[src/rtl/hcs_pkg.sv]
`timescale 1ns / 1ps
// ----------------------------------------------------------------------------
// hcs_pkg
// Shared types and constants for the hash comment stripper: the scanner
// mode, the character codes it reacts to and the queue entry format.
// ----------------------------------------------------------------------------
package hcs_pkg;

    // Default depth of the queue between scanner and emitter
    localparam int HCS_FIFO_DEPTH = 4;

    // Character codes
    localparam logic [7:0] CH_HASH  = 8'h23;
    localparam logic [7:0] CH_BSL   = 8'h5C;
    localparam logic [7:0] CH_QUOTE = 8'h22;
    localparam logic [7:0] CH_LF    = 8'h0A;
    localparam logic [7:0] CH_CR    = 8'h0D;

    // Scanner mode
    typedef enum logic [2:0] {
        MODE_NORMAL      = 3'd0,
        MODE_BSL         = 3'd1,
        MODE_QUOTE       = 3'd2,
        MODE_QUOTE_BSL   = 3'd3,
        MODE_COMMENT     = 3'd4,
        MODE_COMMENT_BSL = 3'd5
    } t_hcs_mode;

    // One queued work item: a byte to send, preceded by a backslash if pair
    typedef struct packed {
        logic [7:0] data;
        logic       pair;
    } t_hcs_entry;

    // Queue status seen by its neighbors
    typedef struct packed {
        logic full;
        logic valid;
    } t_hcs_fifo_stat;

endpackage

[src/rtl/hash_comment_stripper.sv]
`timescale 1ns / 1ps
// ----------------------------------------------------------------------------
// hash_comment_stripper
// Removes '#' line comments from a byte stream, honoring quotes and
// backslash escapes.
// ----------------------------------------------------------------------------
// Takes one byte per cycle while the queue has room and sends the filtered
// text with last_of_run marking the final output byte of each input byte. A
// scanner classifies each byte; bytes that produce output go into a queue of
// FIFO_DEPTH entries and an emitter drains it into a registered output.
// Plain bytes leave at one per cycle while i_ready is high; an escaped pair
// (backslash plus the next byte) holds the output while both bytes are sent,
// and the input stalls whenever the queue is full. A byte passes the queue
// and then the output register on its way out. Comment bytes and comment
// line endings produce no output.
// ----------------------------------------------------------------------------
module hash_comment_stripper
    import hcs_pkg::*;
#(
    parameter int FIFO_DEPTH = HCS_FIFO_DEPTH
)
(
    input  logic       i_clk,
    input  logic       i_rst_n,
    input  logic       i_valid,
    output logic       o_ready,
    input  logic [7:0] i_in_byte,
    output logic       o_valid,
    input  logic       i_ready,
    output logic [7:0] o_out_byte,
    output logic       o_last_of_run
);

    t_hcs_fifo_stat stat;
    t_hcs_entry     push_entry;
    t_hcs_entry     head_entry;
    logic           push;
    logic           pop;

    hcs_front u_front (
        .i_clk     (i_clk),
        .i_rst_n   (i_rst_n),
        .i_valid   (i_valid),
        .o_ready   (o_ready),
        .i_in_byte (i_in_byte),
        .i_stat    (stat),
        .o_push    (push),
        .o_entry   (push_entry)
    );

    hcs_fifo #(
        .FIFO_DEPTH (FIFO_DEPTH)
    ) u_fifo (
        .i_clk   (i_clk),
        .i_rst_n (i_rst_n),
        .i_push  (push),
        .i_entry (push_entry),
        .i_pop   (pop),
        .o_entry (head_entry),
        .o_stat  (stat)
    );

    hcs_back u_back (
        .i_clk         (i_clk),
        .i_rst_n       (i_rst_n),
        .i_entry       (head_entry),
        .i_stat        (stat),
        .o_pop         (pop),
        .o_valid       (o_valid),
        .i_ready       (i_ready),
        .o_out_byte    (o_out_byte),
        .o_last_of_run (o_last_of_run)
    );

endmodule

[src/rtl/hcs_front.sv]
`timescale 1ns / 1ps
// ----------------------------------------------------------------------------
// hcs_front
// Scanner: takes one text byte per cycle while the queue has room, tracks
// the six-state mode and pushes an entry for every byte that yields output.
// ----------------------------------------------------------------------------
module hcs_front
    import hcs_pkg::*;
(
    input  logic           i_clk,
    input  logic           i_rst_n,
    input  logic           i_valid,
    output logic           o_ready,
    input  logic [7:0]     i_in_byte,
    input  t_hcs_fifo_stat i_stat,
    output logic           o_push,
    output t_hcs_entry     o_entry
);

    t_hcs_mode r_mode;
    t_hcs_mode n_mode;
    logic      emit;
    logic      pair;
    logic      accept;
    logic      is_eol;

    assign o_ready = !i_stat.full;
    assign accept  = i_valid && o_ready;
    assign is_eol  = (i_in_byte == CH_LF) || (i_in_byte == CH_CR);

    // Hold mode, advance on each transfer
    always_ff @(posedge i_clk) begin
        if (!i_rst_n) begin
            r_mode <= MODE_NORMAL;
        end else if (accept) begin
            r_mode <= n_mode;
        end
    end

    // Classify the byte against the current mode
    always_comb begin
        n_mode = r_mode;
        emit   = 1'b0;
        pair   = 1'b0;
        unique case (r_mode)
            MODE_BSL: begin
                emit   = 1'b1;
                pair   = 1'b1;
                n_mode = MODE_NORMAL;
            end
            MODE_QUOTE: begin
                if (i_in_byte == CH_QUOTE) begin
                    emit   = 1'b1;
                    n_mode = MODE_NORMAL;
                end else if (i_in_byte == CH_BSL) begin
                    n_mode = MODE_QUOTE_BSL;
                end else begin
                    emit = 1'b1;
                end
            end
            MODE_QUOTE_BSL: begin
                emit   = 1'b1;
                pair   = 1'b1;
                n_mode = MODE_QUOTE;
            end
            MODE_COMMENT: begin
                if (is_eol) begin
                    n_mode = MODE_NORMAL;
                end else if (i_in_byte == CH_BSL) begin
                    n_mode = MODE_COMMENT_BSL;
                end
            end
            MODE_COMMENT_BSL: begin
                n_mode = is_eol ? MODE_COMMENT_BSL : MODE_COMMENT;
            end
            default: begin
                // Normal mode; unused codes behave the same
                if (i_in_byte == CH_HASH) begin
                    n_mode = MODE_COMMENT;
                end else if (i_in_byte == CH_BSL) begin
                    n_mode = MODE_BSL;
                end else if (i_in_byte == CH_QUOTE) begin
                    emit   = 1'b1;
                    n_mode = MODE_QUOTE;
                end else begin
                    emit   = 1'b1;
                    n_mode = MODE_NORMAL;
                end
            end
        endcase
    end

    assign o_push       = accept && emit;
    assign o_entry.data = i_in_byte;
    assign o_entry.pair = pair;

    // An unescaped hash outside quotes opens a comment and sends nothing
    a_hash_opens_comment: assert property (@(posedge i_clk) disable iff (!i_rst_n)
        (accept && r_mode == MODE_NORMAL && i_in_byte == CH_HASH)
        |=> (r_mode == MODE_COMMENT && !$past(o_push)))
        else $error("hash in normal mode did not open a comment");

endmodule

[src/rtl/hcs_fifo.sv]
`timescale 1ns / 1ps
// ----------------------------------------------------------------------------
// hcs_fifo
// Small register queue between scanner and emitter.
// ----------------------------------------------------------------------------
module hcs_fifo
    import hcs_pkg::*;
#(
    parameter int FIFO_DEPTH = HCS_FIFO_DEPTH
)
(
    input  logic           i_clk,
    input  logic           i_rst_n,
    input  logic           i_push,
    input  t_hcs_entry     i_entry,
    input  logic           i_pop,
    output t_hcs_entry     o_entry,
    output t_hcs_fifo_stat o_stat
);

    localparam int PTR_W = (FIFO_DEPTH > 1) ? $clog2(FIFO_DEPTH) : 1;
    localparam int CNT_W = $clog2(FIFO_DEPTH + 1);
    localparam logic [PTR_W-1:0] PTR_LAST = PTR_W'(FIFO_DEPTH - 1);
    localparam logic [CNT_W-1:0] CNT_FULL = CNT_W'(FIFO_DEPTH);

    t_hcs_entry       r_mem [FIFO_DEPTH];
    logic [PTR_W-1:0] r_wr_ptr;
    logic [PTR_W-1:0] r_rd_ptr;
    logic [CNT_W-1:0] r_count;
    logic             do_push;
    logic             do_pop;

    assign o_stat.full  = (r_count == CNT_FULL);
    assign o_stat.valid = (r_count != '0);
    assign do_push      = i_push && !o_stat.full;
    assign do_pop       = i_pop && o_stat.valid;
    assign o_entry      = r_mem[r_rd_ptr];

    // Store pushed entries
    always_ff @(posedge i_clk) begin
        if (do_push) begin
            r_mem[r_wr_ptr] <= i_entry;
        end
    end

    // Advance pointers and count
    always_ff @(posedge i_clk) begin
        if (!i_rst_n) begin
            r_wr_ptr <= '0;
            r_rd_ptr <= '0;
            r_count  <= '0;
        end else begin
            if (do_push) begin
                r_wr_ptr <= (r_wr_ptr == PTR_LAST) ? '0 : r_wr_ptr + 1'b1;
            end
            if (do_pop) begin
                r_rd_ptr <= (r_rd_ptr == PTR_LAST) ? '0 : r_rd_ptr + 1'b1;
            end
            if (do_push && !do_pop) begin
                r_count <= r_count + 1'b1;
            end else if (do_pop && !do_push) begin
                r_count <= r_count - 1'b1;
            end
        end
    end

    a_no_push_when_full: assert property (@(posedge i_clk) disable iff (!i_rst_n)
        !(i_push && o_stat.full))
        else $error("push into a full queue");

    a_count_bounded: assert property (@(posedge i_clk) disable iff (!i_rst_n)
        r_count <= CNT_FULL)
        else $error("queue count beyond depth");

endmodule

[src/rtl/hcs_back.sv]
`timescale 1ns / 1ps
// ----------------------------------------------------------------------------
// hcs_back
// Emitter: pops queue entries into the output register, expanding an
// escaped entry into a backslash followed by the held byte.
// ----------------------------------------------------------------------------
module hcs_back
    import hcs_pkg::*;
(
    input  logic           i_clk,
    input  logic           i_rst_n,
    input  t_hcs_entry     i_entry,
    input  t_hcs_fifo_stat i_stat,
    output logic           o_pop,
    output logic           o_valid,
    input  logic           i_ready,
    output logic [7:0]     o_out_byte,
    output logic           o_last_of_run
);

    logic       r_valid;
    logic [7:0] r_byte;
    logic       r_last;
    logic       r_pend;
    logic [7:0] r_pend_byte;
    logic       load;

    // Output slot free or being taken this cycle
    assign load  = !r_valid || i_ready;
    assign o_pop = load && !r_pend && i_stat.valid;

    // Control: output valid and pending second byte
    always_ff @(posedge i_clk) begin
        if (!i_rst_n) begin
            r_valid <= 1'b0;
            r_pend  <= 1'b0;
        end else if (load) begin
            if (r_pend) begin
                r_valid <= 1'b1;
                r_pend  <= 1'b0;
            end else begin
                r_valid <= i_stat.valid;
                r_pend  <= i_stat.valid && i_entry.pair;
            end
        end
    end

    // Payload: send backslash first for a pair, hold the byte for later
    always_ff @(posedge i_clk) begin
        if (load) begin
            if (r_pend) begin
                r_byte <= r_pend_byte;
                r_last <= 1'b1;
            end else if (i_entry.pair) begin
                r_byte      <= CH_BSL;
                r_last      <= 1'b0;
                r_pend_byte <= i_entry.data;
            end else begin
                r_byte <= i_entry.data;
                r_last <= 1'b1;
            end
        end
    end

    assign o_valid       = r_valid;
    assign o_out_byte    = r_byte;
    assign o_last_of_run = r_last;

    a_pend_has_lead: assert property (@(posedge i_clk) disable iff (!i_rst_n)
        r_pend |-> (r_valid && !r_last && r_byte == CH_BSL))
        else $error("pending byte without a leading backslash on the output");

    a_pend_completes: assert property (@(posedge i_clk) disable iff (!i_rst_n)
        (r_pend && i_ready) |=> (r_valid && r_last && !r_pend))
        else $error("second byte of an escaped pair not emitted next");

endmodule
[config.mk]
export PLATFORM = sky130hd
export DESIGN_NAME = hash_comment_stripper
export DESIGN_NICKNAME = d
export VERILOG_FILES = /design/src/rtl/hcs_pkg.sv /design/src/rtl/hash_comment_stripper.sv /design/src/rtl/hcs_front.sv /design/src/rtl/hcs_fifo.sv /design/src/rtl/hcs_back.sv
export SDC_FILE = /design/constraint.sdc
export NUM_CORES = 1
export LEC_CHECK = 0
export BUFFER_PORTS_ARGS = -buffer_cell sky130_fd_sc_hd__buf_4
export CAP_MARGIN = 0
export CORE_UTILIZATION = 30
export CTS_CLUSTER_SIZE = 30
export DETAILED_ROUTE_END_ITERATION = 7
export PLACE_DENSITY = 0.53
export SLEW_MARGIN = 20
export SYNTH_ARGS = -nofsm -noshare
export SYNTH_HDL_FRONTEND = slang
export SYNTH_SLANG_ARGS = --single-unit
export TNS_END_PERCENT = 1
[constraint.sdc]
create_clock -name i_clk -period 6.1 [get_ports i_clk]
set_clock_uncertainty 0.1 [all_clocks]
set_input_delay 0.61 -clock i_clk [delete_from_list [all_inputs] [get_ports i_clk]]
set_output_delay 0.61 -clock i_clk [all_outputs]
set_load 0.05 [all_outputs]
== After elaboration in Yosys (flattened, before gate mapping) ==
Memories as Yosys holds them, arrays and structs flattened. A register that Yosys moved wholly into a read port is not among the register bits.
Index checks and enable logic that the tools add are counted.

* Shift-type cells: 0
* Reduce and logical (&&, ||, !) cells: 22
* $add $sub $neg: 4
* Divide/modulo/power cells: 0
* Bitwise logic cells: 1
* $mul: 0
* Mux-type cells: 27
* Order comparisons: 0
* Equality and inequality tests: 15

{| class="wikitable"
|+ Operator list
! cell !! count
|-
| 3-bit two-way mux || 8
|-
| 8-bit by 4-bit == test with 1-bit output, second input constant || 2
|-
| 8-bit by 6-bit == test with 1-bit output, second input constant || 2
|-
| 8-bit two-way mux || 2
|-
| 3-bit case mux with 5 select lines || 1
|-
| 1-bit two-way mux || 10
|-
| 2-bit two-way mux || 5
|-
| 3-bit == test, second input constant || 3
|-
| 1-bit logical AND || 9
|-
| 8-bit by 7-bit == test with 1-bit output, second input constant || 1
|-
| 3-bit by 2-bit == test with 1-bit output, second input constant || 2
|-
| 3-bit by 1-bit != test with 1-bit output, second input constant || 2
|-
| 3-bit AND reduction || 2
|-
| 1-bit logical NOT || 5
|-
| 2-bit by 1-bit adder with 2-bit output, second input constant || 2
|-
| 2-bit == test, second input constant || 2
|-
| 2-bit OR reduction || 2
|-
| 3-bit by 1-bit adder with 3-bit output, second input constant || 1
|-
| 3-bit by 1-bit == test with 1-bit output, second input constant || 1
|-
| 1-bit case mux with 3 select lines || 1
|-
| 3-bit nonzero test || 1
|-
| 3-bit by 1-bit subtractor with 3-bit output, second input constant || 1
|-
| 1-bit logical OR || 2
|-
| 2-bit nonzero test || 1
|-
| 1-bit NOT || 1
|}

* Bits in writable memories: 36
* Memories kept: 1
* Bits in latches: 0
* Logic and storage cells: 79
* Register bits after elaboration: 29
* Bits in read-only memories: 0

{| class="wikitable"
|+ Memory list
! name !! words !! bits a word !! read ports !! clocked after memory_dff !! wr ports !! line !! RTL
|-
| u_fifo.r_mem || 4 || 9 || 1 || 1 || 1 || hcs_fifo.sv:26 || <nowiki>t_hcs_entry r_mem [FIFO_DEPTH];</nowiki>
|}

== Depth between registers and ports, before layout ==
* Depth in word-level cells: 10
* Gate-level depth with buffers: 11
* Mapped depth without buffers: 10

== By module ==
From an unflattened synthesis, not the netlist that was laid out.

* Cells, all modules: 202
* Area total of the unflattened synthesis: 2922.8 sq um

{| class="wikitable"
|+ By module, submodules not included
! module !! times used !! cells an instance !! area each (sq um)
|-
| hcs_fifo || 1 || 98 || 1775.5
|-
| hcs_back || 1 || 47 || 737.0
|-
| hcs_front || 1 || 57 || 410.4
|}

== Worst setup path before layout ==
OpenSTA, ideal clock, no wires.

* Path type: input port to flip-flop
* From: in i_in_byte[2]
* To: reg u_fifo.r_count[2]
* Stages on the path: 10
* Setup slack: 3.180 ns
* Buffers on the path: 0
* Data arrival time: 2.744 ns
* Path through: and4bb_4 a41oi_1 nor3_2 a211oi_4 ha_1 inv_1 fa_1 xor2_1 or3_1 a21boi_0

* Word-level cells in the longest chain between the ends: 9
* Elaborated cells on any way between the ends: 14
* Those cells by class: eq/ne: 3; mux: 5; reduce/logical: 6

{| class="wikitable"
|+ Ends and longest elaborated chain
! item !! line !! RTL
|-
| from (decl) || hash_comment_stripper.sv:27 || <nowiki>input logic [7:0] i_in_byte,</nowiki>
|-
| 8-bit by 7-bit == test with 1-bit output || hcs_front.sv:55, hcs_front.sv:80 ||
|-
| 1-bit two-way mux || hcs_front.sv:80 || <nowiki>end else if (i_in_byte == CH_BSL) begin</nowiki>
|-
| 1-bit two-way mux, on equally long branches || hcs_front.sv:78, hcs_front.sv:52 ||
|-
| 1-bit case mux with 3 select lines (*) || hcs_front.sv:45 || <nowiki>unique case (r_mode)</nowiki>
|-
| 1-bit logical AND (*) || hcs_front.sv:93 || <nowiki>assign o_push = accept && emit;</nowiki>
|-
| 1-bit logical AND (*) || hcs_fifo.sv:35 || <nowiki>assign do_push = i_push && !o_stat.full;</nowiki>
|-
| named net u_fifo.do_push || hcs_fifo.sv:30 || <nowiki>logic do_push;</nowiki>
|-
| 1-bit logical NOT || hcs_fifo.sv:61 || <nowiki>end else if (do_pop && !do_push) begin</nowiki>
|-
| 1-bit logical AND || hcs_fifo.sv:61 ||
|-
| 2-bit nonzero test (no line) || -- ||
|-
| to (signal assigned) || hcs_fifo.sv:60 || <nowiki>r_count <= r_count + 1'b1;</nowiki>
|-
| to (signal assigned) || hcs_fifo.sv:62 || <nowiki>r_count <= r_count - 1'b1;</nowiki>
|-
| to (decl) || hcs_fifo.sv:29 || <nowiki>logic [CNT_W-1:0] r_count;</nowiki>
|}

Mark *: on every way through the listed nets, which the timed path passes. The rest lies on a longest branch.
A chain may end at the register's enable or synchronous reset.

== Final worst setup path ==
Ends and elaborated chain as after synthesis.

==> flow_summary.toml <==
[outcome]
outcome = "finished, final reports clean"

[sta]
fin_hold_ws_ns = 0.3914
grt_setup_unrepaired = "false"
report.final.setup_viol = 0
finalWorstPathRequiredPeriod_ns = 2.881
setup_tns_ns = 0
setup_ws_ns = 3.219
measured_slew_at_the_worst_slew_check_pin_ns = 0.6344
fmaxAchievable_mhz = 347.2
share_of_the_clock_period_used_by_the_worst_path_after_layout_pct = 47.22
timing_max_transition_violations_final = 0
slew_headroom_pct = 57.65
hold_viol_final = 0

[clock_network]
clock-sinks = 67
worst_skew_pair.late_latency_ns = 0.34
cts_resized = 0
cts-root-buf = "clkbuf_8"
cts_buffers = 9
cts_max_path_buffers = 2
tritoncts_clock_tree = "built"
cts-htree-levels = 3
clock_pin_slew_worst_setup_and_hold_paths_ns = 0.07
postCtsHoldBufs = 0
post_cts_setup_buffer_count = 0

[layout]
area_growth_syn_to_layout_pct = 18.10
nNetsFinal = 242
post_route_cells_drive_above_1_share_pct = 23.68
antennaDiodeCount = 0

[global_route]
vias_in_the_first_global_route = 1610
grt_first_pass_wirelength_um = 8079
grt_remaining_overflow = 0
grt_use_total_pct = 10.88
grt_antenna_before_repair = 0
grt_start_max_net_pins = 21

[pwr]
static_leakage_uw = 0.001222
power.density_cell_area_nw_per_um2 = 482.5
net_sw_power_uw = 532.3
worst_ir_drop_vdd_v = 0.0001869
power.switching_fraction_pct = 32.25
seq_power_share_pct = 43.4
pwr-share-clk_pct = 26.6
internal_power_uw = 1118
combPwrFrac_pct = 29.9

[detailed_routing]
via_count = 1583
drt-pass1-iter-count = 4
post_drt_wl_per_cell_um = 13.45
drt_first_iter_violations = 70
postRouteWirelength_um = 4801
drt_antenna_net_count = 0
viasPerCell = 4.434
residual_drc = 0

[worst_setup_path]
critPathArrivalTime_ns = 3.04
timing.critical_path.from_type = "input pin"
timing.critical_path.required_ns = 6.26
critPathKind = "input pin to register"
timing.reg2reg.setup_slack_ns = 3.37
setup.worst_path.end_class = "register"
cp_max_fo = 8

[synth]
synth_edf_count = 53
asyncSetResetFlopFracSynth_pct = 0
synth.distinct_cells = 47
yosysWarningCount = 0
netlist_area_pre_place_um2 = 2897
synth_ff_type = "edfxtp_1"
synthesis.area_per_instance_um2 = 14.70
synthCells = 197
syn-num-nets = 216
ys_seq_elements = 67
share_of_the_yosys_chip_area_belonging_to_registers_pct = 64.62

[die]
die_y_um = 100.3
fp.dieArea_um2 = 10050
io_pins = 23
core.rowCount = 35
initial_core_util_pct = 31.20
placeableCoreArea_um2 = 9284
die_wd_um = 100.3

[flow_run]
timing.max_cap.violations = 0

[placed_design]
portBuffers = 22
hpwlAfterDp_um = 3391
globalplace.congestion = 0.7929
place_worst_setup_slack_ns = 2.864

[worst_hold_path]
hold_path.class = "input pin to register"
## layout by cell type, fill, tap and decap left out, types with 3 or more instances in the layout
master | Yosys | routed
clkbuf_8 | 0 | 9
mux2i_1 | 4 | 4
bufinv_16 | 0 | 3
nand2_1 | 13 | 13
mux4_2 | 9 | 9
nor2b_1 | 6 | 6
dfxtp_1 | 14 | 14
nor3_1 | 4 | 4
ha_1 | 6 | 6
edfxtp_1 | 53 | 53
and2_1 | 8 | 8
buf_4 | 0 | 22
inv_1 | 9 | 9
nor2_1 | 9 | 9
nand2b_1 | 6 | 6
o21ai_0 | 9 | 9
## worst max-delay path, stage by stage
cell,delay (ns)
buf_4,0.12
and4bb_4,0.26
a31oi_1,0.26
nor3_2,0.09
a211oi_4,0.34
ha_1,0.25
inv_1,0.06
fa_1,0.42
xor2_1,0.15
or3_1,0.30
a21boi_0,0.17
## final cells by class
class	instances	area, um2
Tap cell	129	161.4
Timing Repair Buffer	22	165.2
Clock buffer	10	127.6
Multi-Input combinational cell	114	948.4
Fill cell	918	5863
Clock inverter	6	112.6
Inverter	9	33.78
Sequential cell	67	1872
## synth_stat cells, types with 2 or more instances
master | n | area (um2)
edfxtp_1 | 53 | 1592
dfxtp_1 | 14 | 280.3
nand2_1 | 13 | 48.80
inv_1 | 9 | 33.78
mux4_2 | 9 | 202.7
nor2_1 | 9 | 33.78
o21ai_0 | 9 | 45.04
and2_1 | 8 | 50.05
ha_1 | 6 | 75.07
nand2b_1 | 6 | 37.54
nor2b_1 | 6 | 37.54
clkbuf_1 | 4 | 15.01
mux2i_1 | 4 | 40.04
nor3_1 | 4 | 20.02
a21boi_0 | 2 | 15.01
a21boi_1 | 2 | 15.01
a21o_1 | 2 | 15.01
a21oi_1 | 2 | 10.01
a31oi_1 | 2 | 12.51
a41oi_1 | 2 | 17.52
buf_6 | 2 | 22.52
nand3_1 | 2 | 10.01
nor3b_1 | 2 | 15.01
o211a_1 | 2 | 20.02
## registers in the layout, indices dropped and copies added (netlist names), 2 cells and up, named ones only
name	cells
u_front.r_mode	3
u_back.o_out_byte	8
u_fifo.r_count	3
u_fifo.r_wr_ptr	2
u_fifo.r_rd_ptr	2
u_back.r_pend_byte	8
u_fifo.r_mem	36
## per-stage QoR
stage	power (uW)	std cells	utilization (%)	area, um2
6_report	1650	357	36.85	3421
5_1_grt	1753	357	36.85	3421
4_1_cts	1677	357	36.85	3421
3_5_place_dp	1235	341	34.26	3181
3_3_place_gp	1229	341	34.26	3181
2_1_floorplan	1112	197	-	2897
## logic make-up after synthesis
kind of cell / after synthesis / synth area share [%]
AOI/OAI and AO/OA: 32 / 8.466
xor gates and xnor gates: 2 / 0.6049
adders and majority gates: 7 / 3.283
buffers and inverters: 16 / 2.635
DFF: 67 / 64.62
muxes: 13 / 8.380
and+or+nand+nor: 60 / 12.01
## final timing paths
kind / from / end / cells past startpoint
worst max-delay path: i_in_byte[2] / u_fifo.r_count[2] / 11
worst min-delay path: i_in_byte[5] / u_fifo.r_mem[2][6] / 1
worst max register to register: u_front.r_mode[2] / u_fifo.r_count[2] / 10
worst min register to register: u_fifo.r_wr_ptr[1] / u_fifo.r_wr_ptr[1] / 2
## power by group through the flow
stage	combinational, uW	clock [uW]	sequential, uW
6_report	494	440	717
5_1_grt	550	469	734
4_1_cts	505	451	721
3_5_place_dp	503	0	732
3_3_place_gp	500	0	729
2_1_floorplan	315	0	797
## per-layer routing
layer  GRT usage [%]  vias to the layer above  wire length [um]
met5               0                        -                 0
met4           4.348                        0                70
met3           4.248                        8               284
met2           17.49                       44              2262
met1           13.11                      735              2183
li1                -                      796                 -
Power figures use the tool's default switching activity.
